### src/mmr_pkg.sv
package mmr_pkg;

    localparam int COMP_W    = 32;
    localparam int ACC_W     = 40;
    localparam int MAX_LANES = 4;
    localparam int LANE_W    = 2;
    localparam int TDATA_W   = COMP_W * MAX_LANES;
    localparam int CFG_W     = 3;
    localparam int CFG_IDX_W = 1;

    localparam logic [CFG_IDX_W-1:0] REG_OPERATOR = 1'd0;
    localparam logic [CFG_IDX_W-1:0] REG_COUNT    = 1'd1;

    localparam logic signed [COMP_W-1:0] COMP_MAX = 32'sh7FFF_FFFF;
    localparam logic signed [COMP_W-1:0] COMP_MIN = 32'sh8000_0000;

    typedef enum logic [2:0] {
        OP_MIN  = 3'd0,
        OP_MAX  = 3'd1,
        OP_AVG  = 3'd2,
        OP_SUM  = 3'd3,
        OP_MUL  = 3'd4,
        OP_DIST = 3'd5,
        OP_DIFF = 3'd6
    } t_op;

    // controller -> datapath
    typedef struct packed {
        logic              capture;
        logic              s1_en;
        logic [LANE_W-1:0] lane;
        logic              item_done;
        logic              div_start;
        logic              fin_en;
        logic              out_load;
        logic              clear;
    } t_cmd;

    // datapath -> controller
    typedef struct packed {
        logic last;
        logic is_avg;
        logic div_done;
        logic out_free;
    } t_sts;

    function automatic logic signed [COMP_W-1:0] sat32(input logic signed [63:0] v);
        logic signed [COMP_W-1:0] r;
        if (v > 64'sh0000_0000_7FFF_FFFF) begin
            r = COMP_MAX;
        end else if (v < 64'shFFFF_FFFF_8000_0000) begin
            r = COMP_MIN;
        end else begin
            r = v[COMP_W-1:0];
        end
        return r;
    endfunction

    function automatic logic signed [ACC_W-1:0] sat40(input logic signed [ACC_W:0] v);
        logic signed [ACC_W-1:0] r;
        if (v > 41'sh07F_FFFF_FFFF) begin
            r = 40'sh7F_FFFF_FFFF;
        end else if (v < 41'sh180_0000_0000) begin
            r = 40'sh80_0000_0000;
        end else begin
            r = v[ACC_W-1:0];
        end
        return r;
    endfunction

endpackage

### src/mmr_ctrl.sv
module mmr_ctrl #(
    parameter int LANES = 4
) (
    input  logic          i_clk,
    input  logic          i_rst_n,
    input  logic          i_in_valid,
    output logic          o_in_ready,
    input  mmr_pkg::t_sts i_sts,
    output mmr_pkg::t_cmd o_cmd
);
    import mmr_pkg::*;

    localparam logic [LANE_W-1:0] LAST_FOLD = LANE_W'(LANES - 1);
    localparam logic [LANE_W-1:0] LAST_LANE = LANE_W'(MAX_LANES - 1);

    typedef enum logic [2:0] {
        S_IDLE,
        S_FOLD,
        S_FLUSH,
        S_FIN_GO,
        S_FIN_WAIT,
        S_EMIT
    } t_state;

    t_state            r_state;
    logic [LANE_W-1:0] r_lane;
    logic              r_ready;
    logic              fin_ok;

    assign fin_ok = !i_sts.is_avg || i_sts.div_done;

    always_ff @(posedge i_clk) begin
        if (!i_rst_n) begin
            r_state <= S_IDLE;
            r_lane  <= '0;
            r_ready <= 1'b1;
        end else begin
            unique case (r_state)
                S_IDLE: begin
                    if (i_in_valid) begin
                        r_state <= S_FOLD;
                        r_lane  <= '0;
                        r_ready <= 1'b0;
                    end
                end
                S_FOLD: begin
                    if (r_lane == LAST_FOLD) begin
                        r_state <= S_FLUSH;
                    end else begin
                        r_lane <= r_lane + 1'b1;
                    end
                end
                S_FLUSH: begin
                    r_lane <= '0;
                    if (i_sts.last) begin
                        r_state <= S_FIN_GO;
                    end else begin
                        r_state <= S_IDLE;
                        r_ready <= 1'b1;
                    end
                end
                S_FIN_GO: begin
                    r_state <= S_FIN_WAIT;
                end
                S_FIN_WAIT: begin
                    if (fin_ok) begin
                        if (r_lane == LAST_LANE) begin
                            r_state <= S_EMIT;
                        end else begin
                            r_lane  <= r_lane + 1'b1;
                            r_state <= S_FIN_GO;
                        end
                    end
                end
                S_EMIT: begin
                    if (i_sts.out_free) begin
                        r_state <= S_IDLE;
                        r_ready <= 1'b1;
                    end
                end
                default: begin
                    r_state <= S_IDLE;
                    r_ready <= 1'b1;
                end
            endcase
        end
    end

    assign o_in_ready      = r_ready;
    assign o_cmd.capture   = r_ready && i_in_valid;
    assign o_cmd.s1_en     = (r_state == S_FOLD);
    assign o_cmd.lane      = r_lane;
    assign o_cmd.item_done = (r_state == S_FLUSH);
    assign o_cmd.div_start = (r_state == S_FIN_GO) && i_sts.is_avg;
    assign o_cmd.fin_en    = (r_state == S_FIN_WAIT) && fin_ok;
    assign o_cmd.out_load  = (r_state == S_EMIT) && i_sts.out_free;
    assign o_cmd.clear     = (r_state == S_EMIT) && i_sts.out_free;

endmodule

### config.mk
export PLATFORM = sky130hd
export DESIGN_NAME = mmr_ctrl
export DESIGN_NICKNAME = d
export VERILOG_FILES = /design/src/mmr_pkg.sv /design/src/mmr_ctrl.sv
export SDC_FILE = /design/constraint.sdc
export NUM_CORES = 1
export LEC_CHECK = 0
export ABC_AREA = 1
export CAP_MARGIN = 10
export CORE_AREA = 5 5 42 44
export CTS_BUF_LIST = sky130_fd_sc_hd__clkbuf_8 sky130_fd_sc_hd__clkbuf_16
export DETAILED_ROUTE_END_ITERATION = 8
export DIE_AREA = 0 0 47 49
export DONT_BUFFER_PORTS = 1
export SLEW_MARGIN = 25
export SYNTH_ARGS = -nofsm -noshare
export SYNTH_HDL_FRONTEND = slang
export SYNTH_SLANG_ARGS = --single-unit
### constraint.sdc
create_clock -name i_clk -period 1.7 [get_ports i_clk]
set_input_delay 0.17 -clock i_clk [delete_from_list [all_inputs] [get_ports i_clk]]
set_output_delay 0.17 -clock i_clk [all_outputs]
set_load 0.02 [all_outputs]
==> summary.md, run 1 <==
| Metric | Value |
|---|---|
| Setup violations, final | 0 |
| Tcrit/Tclk final | 0.9048 |
| Crit path capture type | output pin |
| Die X | between 40 and 50 um |
| Starting density of the core | 0.3152 |
| Peak supply drop | just over 0.9 mV |
| CTS H-tree depth | 1 |
| Comb pwr share | 0.534 |
| Measured slew at the worst slew-check pin | between 300 and 400 ps |
| Routed len/inst | between 10 and 15 um |
| Xor and xnor area share after synthesis | 0 |
| Final hold vios | 0 |
| Die area | 0.002303 mm2 |
| Run status | finished clean |
| Post-route minimum period | 1538 ps |
| Clock latency reported for the late side of the worst-skew pair | 220 ps |
| Largest net degree at the start of global routing | 8 |
| Slew HR | 0.7389 |
| Number of antenna violations at the first check in global routing | 0 |
| Largest family of logic cells by synthesized area | simple AND/OR/NAND/NOR gates |
| Pwr Total | roughly 0.0011 W |
| # clock sinks | 6 |
| First-pass GRT wire length | 1.766 mm |
| Max Cap Viol | 0 |
| Post-CTS Hold Fix Bufs | 0 |
| Total clock buffers created by CTS | 3 |
| GPL Wtd Cong | around 0.80 |
| Hold Path Depth | 1 |
| Post-synthesis register bit count | 6 |
| Pleak | between 0.2 and 0.3 nW |
| Via-to-Cell Ratio | 4.832 |
| Mux contribution to synthesized area | 0 |
| RSZ-0062 raised after global routing | false |
| Final wirelength | just over 1 mm |
| Startpoint Class | register |
| Unique masters post-synth | 17 |
| Final net count | roughly 90 |
| CTS tree | built |
| Clock-pin slew on the worst setup and hold paths | around 40 ps |
| Max Root-Sink Buffers | 2 |
| Fin Setup TNS | 0 ps |
| Die height | a little under 50 um |
| Max Slew Vio Count | 0 |
| Drt first pass iters | 4 |
| Antenna diode count | 0 |
| Most frequent cells in the layout | nand2_1 (17), inv_1 (14), nor2_1 (14) |
| Fmax | between 600 and 700 MHz |
| Sequential area share after synthesis | 0.2720 |
| Pint | around 0.00055 W |
| Max FO, Critical Path | 7 |
| Syn nets | 84 |
| Synth Area in Compound Gates | 0.06799 |
| Core area | 0.001401 mm2 |
| Net Sw Frac | 0.5114 |
| Critical path required time | approximately 1500 ps |
| I/O pins | 17 |
| First DRT Iteration DRCs | 14 |
| Site Rows | 14 |
| Syn avg cell area | about 5.8 um2 |
| HPWL Detailed | about 800 um |
| R2r worst-path depth | 8 |
| Area growth, synth to finish | 15.30% |
| DRC | 0 |
| Final WS setup | 161.8 ps |
| Routed via count | 459 |
| Worst hold path type | in2reg |
| Synth Area in Simple Gates | 0.4873 |
| Global route total overflow | 0 |
| Critical path type | reg2out |
| Final-layout fill cell count | around 160 |
| Worst clock skew | between 5 and 6 ps |
| Global-route usage over all layers | 0.1050 |
| Data arrival, critical path | 1370 ps |
| Syn. warnings | 0 |
| Post-Synth Adder-Cell Area | 0.02833 |
| Share of total power in the clock network | 0.188 |
| Commonest non-fill, non-tap cell in the layout | nand2_1 |
| CTS root buf | clkbuf_8 |
| Post-CTS Setup Bufs | 0 |
| Layout Utilization | 0.3634 |
| Vias in the first global route | 434 |
| Psw | approximately 0.00057 W |
| Pwr dens | 2198 mW/mm2 |
| Seq pwr share | 0.279 |
| Syn Inst Count | 76 |
| ANT nets after route | 0 |
| IO buf count | 0 |
| Share of cells above drive strength 1 | 0.1519 |
| Pre-CTS WS | roughly 380 ps |
| Synthesized area | 441.7 um2 |
| Post-cts resize count | 0 |
==> worst max-delay path, cell delays in order (launching register included) <==
cell	delay, ps
dfxtp_1	350
nor2_2	270
nand2_1	170
nor2_1	350
==> cells in the mapped netlist <==
library cell / number / area, um2
nand2_2: 2 / 12.51
nand3b_2: 1 / 11.26
nand3_1: 8 / 40.04
inv_2: 1 / 3.750
nand4_1: 1 / 6.260
nand3_2: 1 / 10.01
nor2_2: 2 / 12.51
inv_1: 14 / 52.55
o21ai_1: 1 / 5.000
a21oi_1: 1 / 5.000
dfxtp_1: 6 / 120.1
nand2_1: 17 / 63.81
ha_1: 1 / 12.51
buf_4: 1 / 7.510
o21ai_0: 4 / 20.02
nor2_1: 14 / 52.55
nor4_1: 1 / 6.260
==> area by class of cell <==
class / count / area [um2] / share of cell area
inverters: 15 / 56.30 / 0.1106
well taps: 16 / 20.02 / 0.03931
repair buffers: 1 / 7.507 / 0.01474
multi-input cells: 54 / 264.0 / 0.5184
clock buffers: 3 / 41.29 / 0.08108
flip-flops and latches: 6 / 120.1 / 0.2359
==> kinds of logic after synthesis <==
logic type	after synthesis
AOI/OAI and AO/OA	6
adders and majority gates	1
buffers and inverters	16
DFF	6
and+or+nand+nor	47
==> flip-flops by register name, summed over array words and instances, names as in the netlist <==
name / cells
r_lane: 2
o_in_ready: 1
r_state: 3
==> power groups by stage <==
stage	clock network (W)	logic [W]	registers, W
after global routing	0.000235	0.000709	0.000327
after detailed placement	0	0.000595	0.000315
final	0.000210	0.000597	0.000312
after global placement	0	0.000593	0.000315
after floorplan	0	0.000509	0.000299
after CTS	0.000219	0.000598	0.000313
==> path summary, 6_finish.rpt <==
kind / startpoint / to / slack, ps
max reg2reg: r_state[1] / r_lane[0] / 330
min: i_rst_n / o_in_ready / 40
min reg2reg: r_state[2] / r_state[2] / 570
max: r_state[1] / o_cmd[2] / 160
==> layer usage <==
layer	global-route usage	share of wire
met1	0.1344	0.45
met5	0	0
met4	0	0
met3	0.06642	0.12
met2	0.1584	0.43
==> through the flow <==
| stage | instance area, um2 | hold WS (ps) | instances |
|---|---|---|---|
| floorplan | 447.9 | 254.7 | 76 |
| global placement | 467.9 | 270.3 | 92 |
| detailed placement | 467.9 | 270.3 | 92 |
| global route | 509.2 | 40.06 | 95 |
| CTS | 509.2 | 39.66 | 95 |
| finish | 509.2 | 41.51 | 95 |
(Power assumes the default switching activity.)
==> run 2: changes to the inputs <==
--- a/config.mk
+++ b/config.mk
@@ -5,7 +5,6 @@
 export SDC_FILE = /design/constraint.sdc
 export NUM_CORES = 1
 export LEC_CHECK = 0
-export ABC_AREA = 1
 export CAP_MARGIN = 10
 export CORE_AREA = 5 5 42 44
 export CTS_BUF_LIST = sky130_fd_sc_hd__clkbuf_8 sky130_fd_sc_hd__clkbuf_16
==> summary.md, run 2 <==
| Metric | Value |
|---|---|
| Sequential area share after synthesis | 0.2540 (-0.01799) |
| Post-synthesis register bit count | 6 (unchanged) |
| First-pass GRT wire length | 1.738 mm (-1.6%) |
| CTS root buf | clkbuf_8 |
| Number of antenna violations at the first check in global routing | 0 (unchanged) |
| Pwr dens | 1062 mW/mm2 (-52%) |
| Syn Inst Count | 61 (-20%) |
| I/O pins | 17 (unchanged) |
| Non-Filler Instances | 80 (-16%) |
| Most used DFF post-synth | dfxtp_1 |
| Clock latency reported for the late side of the worst-skew pair | 220 ps (about the same) |
| First DRT Iteration DRCs | 5 (-9) |
| Total clock buffers created by CTS | 3 (unchanged) |
| Max FO, Critical Path | 19 (+12) |
| Post-route minimum period | 1490 ps (-48.49 ps) |
| Final hold vios | 0 (unchanged) |
| Fmax | 671.3 MHz (+3.3%) |
| Antenna diode count | 0 (unchanged) |
| RSZ-0062 raised after global routing | false |
| Async S/R FF share, synth | 0 (unchanged) |
| Starting density of the core | 0.3375 (+0.02232) |
| Dpl cells | 77 (-16%) |
| Syn nets | 69 (-18%) |
| Max reg flops | 3 (unchanged) |
| Slowest CP cell | dfxtp_1 |
| Post-CTS Hold Fix Bufs | 0 (unchanged) |
| R2r setup slk | 300 ps (-30 ps) |
| Worst hold path type | in2reg |
| Measured slew at the worst slew-check pin | 579.1 ps (+188.9 ps) |
| Top post-synthesis cells by area | dfxtp_1 (25%), nor3b_1 (6.3%), nand2_1 (5.6%), o22ai_1 (5.3%), a21oi_1 (4.2%) |
| Setup violations, final | 0 (unchanged) |
| Slew HR | 0.6134 (-0.1255) |
| Die X | 47 um (unchanged) |
| Yosys top cell by area | dfxtp_1 |
| Peak supply drop | 0.4232 mV (-54%) |
| GPL Wtd Cong | 0.8077 (+1.4%) |
| Tcrit/Tclk final | 0.8763 (-0.02852) |
| Post-route design area | 529.3 um2 (+3.9%) |
| Vias in the first global route | 386 (-11%) |
| Synth top cells by count | nand2_1 (7), dfxtp_1 (6), nor2_1 (5) |
| Pwr Total | 0.0005622 W (-50%) |
| Synthesized area | 473.0 um2 (+7.1%) |
| Clock-pin slew on the worst setup and hold paths | 40 ps (about the same) |
| HPWL Detailed | 770.3 um (-5.1%) |
| CTS tree | built |
| Pleak | 0.2074 nW (-29%) |
| Startpoint Class | register |
| Fin Setup TNS | 0 ps (unchanged) |
| Post-cts resize count | 0 (unchanged) |
| Share of cells above drive strength 1 | 0.1875 (+0.03560) |
| CTS H-tree depth | 1 (unchanged) |
| Area growth, synth to finish | 11.90% |
| FF-to-FF End | o_in_ready |
| Site Rows | 14 (unchanged) |
| Most frequent cells in the layout | nand2_1 (7), dfxtp_1 (6), nor2_1 (5), buf_4 (5) |
| Unique masters post-synth | 31 (+14) |
| ANT nets after route | 0 (unchanged) |
| Data arrival, critical path | 1320 ps (-50 ps) |
| Final-layout fill cell count | 156 (unchanged) |
| Routed via count | 433 (-5.7%) |
| Largest net degree at the start of global routing | 20 (+12) |
| Max Slew Vio Count | 0 (unchanged) |
| Cell with the most instances after synthesis | nand2_1 |
| Pre-CTS WS | 317.3 ps (-60.20 ps) |
| RR Startpoint | r_state[0] |
| Max Root-Sink Buffers | 2 (unchanged) |
| Commonest non-fill, non-tap cell in the layout | nand2_1 |
| Final wirelength | 1.022 mm (-0.97%) |
| Critical path cell sequence | nor3b_1 > buf_4 |
| # clock sinks | 6 (unchanged) |
| Via-to-Cell Ratio | 5.413 (+12%) |
| Hold Path End | o_in_ready |
| Crit path capture type | output pin |
| Post-CTS Setup Bufs | 0 (unchanged) |
| Syn. warnings | 0 (unchanged) |
| Post-synth EDFFs | 0 (unchanged) |
| Peak per-stage delay on the critical path | 680 ps (+330 ps) |
| Max Cap Viol | 0 (unchanged) |
| Worst hold start | i_rst_n |
| IO buf count | 0 (unchanged) |
| DRC | 0 (unchanged) |
| Hold Path Depth | 1 (unchanged) |
| Global route total overflow | 0 (unchanged) |
| Run status | finished clean |
| Die height | 49 um (unchanged) |
| Worst clock skew | 0.3217 ps (-5.557 ps) |
| Critical path required time | 1530 ps (about the same) |
| Routed len/inst | 12.78 um (+18%) |
| Critical path type | reg2out |
| R2r worst-path depth | 4 (-4) |
| Final WS setup | 210.3 ps (+48.49 ps) |
| Global-route usage over all layers | 0.1050 (unchanged) |
| Synth top area share | 0.2540 (-0.01799) |
| Core area | 0.001401 mm2 (unchanged) |
| Biggest register | r_state |
| Post-place instance area | 488.0 um2 (+4.3%) |
| Syn avg cell area | 7.753 um2 (+33%) |
| Drt first pass iters | 4 (unchanged) |
| Final net count | 74 (-17%) |
| Die area | 0.002303 mm2 (unchanged) |
[run 2: cell types whose count changed after synthesis, moves of 3 or more]
cell / change
inv_1: -11
nand2_1: -10
nor2_1: -9
nand3_1: -8
nor3b_1: +4
o22ai_1: +4
a21oi_1: +3
[run 2: power by group]
group          leakage (nW)  internal (W)  switching (W)  total, W
combinational         0.136     0.0000676      0.0000723  0.000140
clock                0.0216      0.000152      0.0000609  0.000213
sequential           0.0493      0.000160      0.0000499  0.000209
total                 0.207      0.000379       0.000183  0.000562
[run 2: how the worst max path moves through the flow]
stage / cells past startpoint / end / start / slack, ps
2_1_floorplan: 5 / o_cmd[1] / r_state[0] / 330
3_3_place_gp: 5 / r_state[1] / r_lane[0] / 320
3_5_place_dp: 4 / o_in_ready / r_state[0] / 320
4_1_cts: 2 / o_cmd[4] / r_state[1] / 200
5_1_grt: 2 / o_cmd[7] / r_state[0] / 50
6_report: 2 / o_cmd[7] / r_state[0] / 210
[run 2: kinds of logic (layout without fill, tap and decap cells)]
| logic type | after synthesis | count (layout) | synth area share |
|---|---|---|---|
| flops | 6 | 6 | 0.2540 |
| simple gates | 28 | 28 | 0.3439 |
| compound gates | 17 | 17 | 0.2434 |
| fa+ha+maj | 1 | 1 | 0.02645 |
| xor+xnor | 1 | 1 | 0.01852 |
| buf+inv | 8 | 11 | 0.1138 |
[run 2: worst max-delay path: cells and delay by family (launching register included)]
family	cells	cell delay, ps
and+or+nand+nor	1	250
buffers and inverters	1	170
DFF	1	680
[run 2: per-stage QoR]
step           utilization  hold WS [ps]
2_1_floorplan            -         246.2
3_3_place_gp        0.3482         249.2
3_5_place_dp        0.3482         251.7
4_1_cts             0.3777         18.72
5_1_grt             0.3777         20.33
6_report            0.3777         26.23
[run 2: metal layers]
metal / track usage / up-vias / routed length (um)
li1: - / 223 / -
met1: 0.1366 / 193 / 474
met2: 0.1357 / 15 / 429
met3: 0.05535 / 2 / 101
met4: 0.05530 / 0 / 17
met5: 0 / - / 0
[run 2: area by class of cell]
type	instances	area, um2	share of cell area
Clock buffer	3	41.29	0.07801
Sequential cell	6	120.1	0.2269
Inverter	3	11.26	0.02128
Multi-Input combinational cell	47	299.0	0.5650
Tap cell	16	20.02	0.03783
Timing Repair Buffer	5	37.54	0.07092
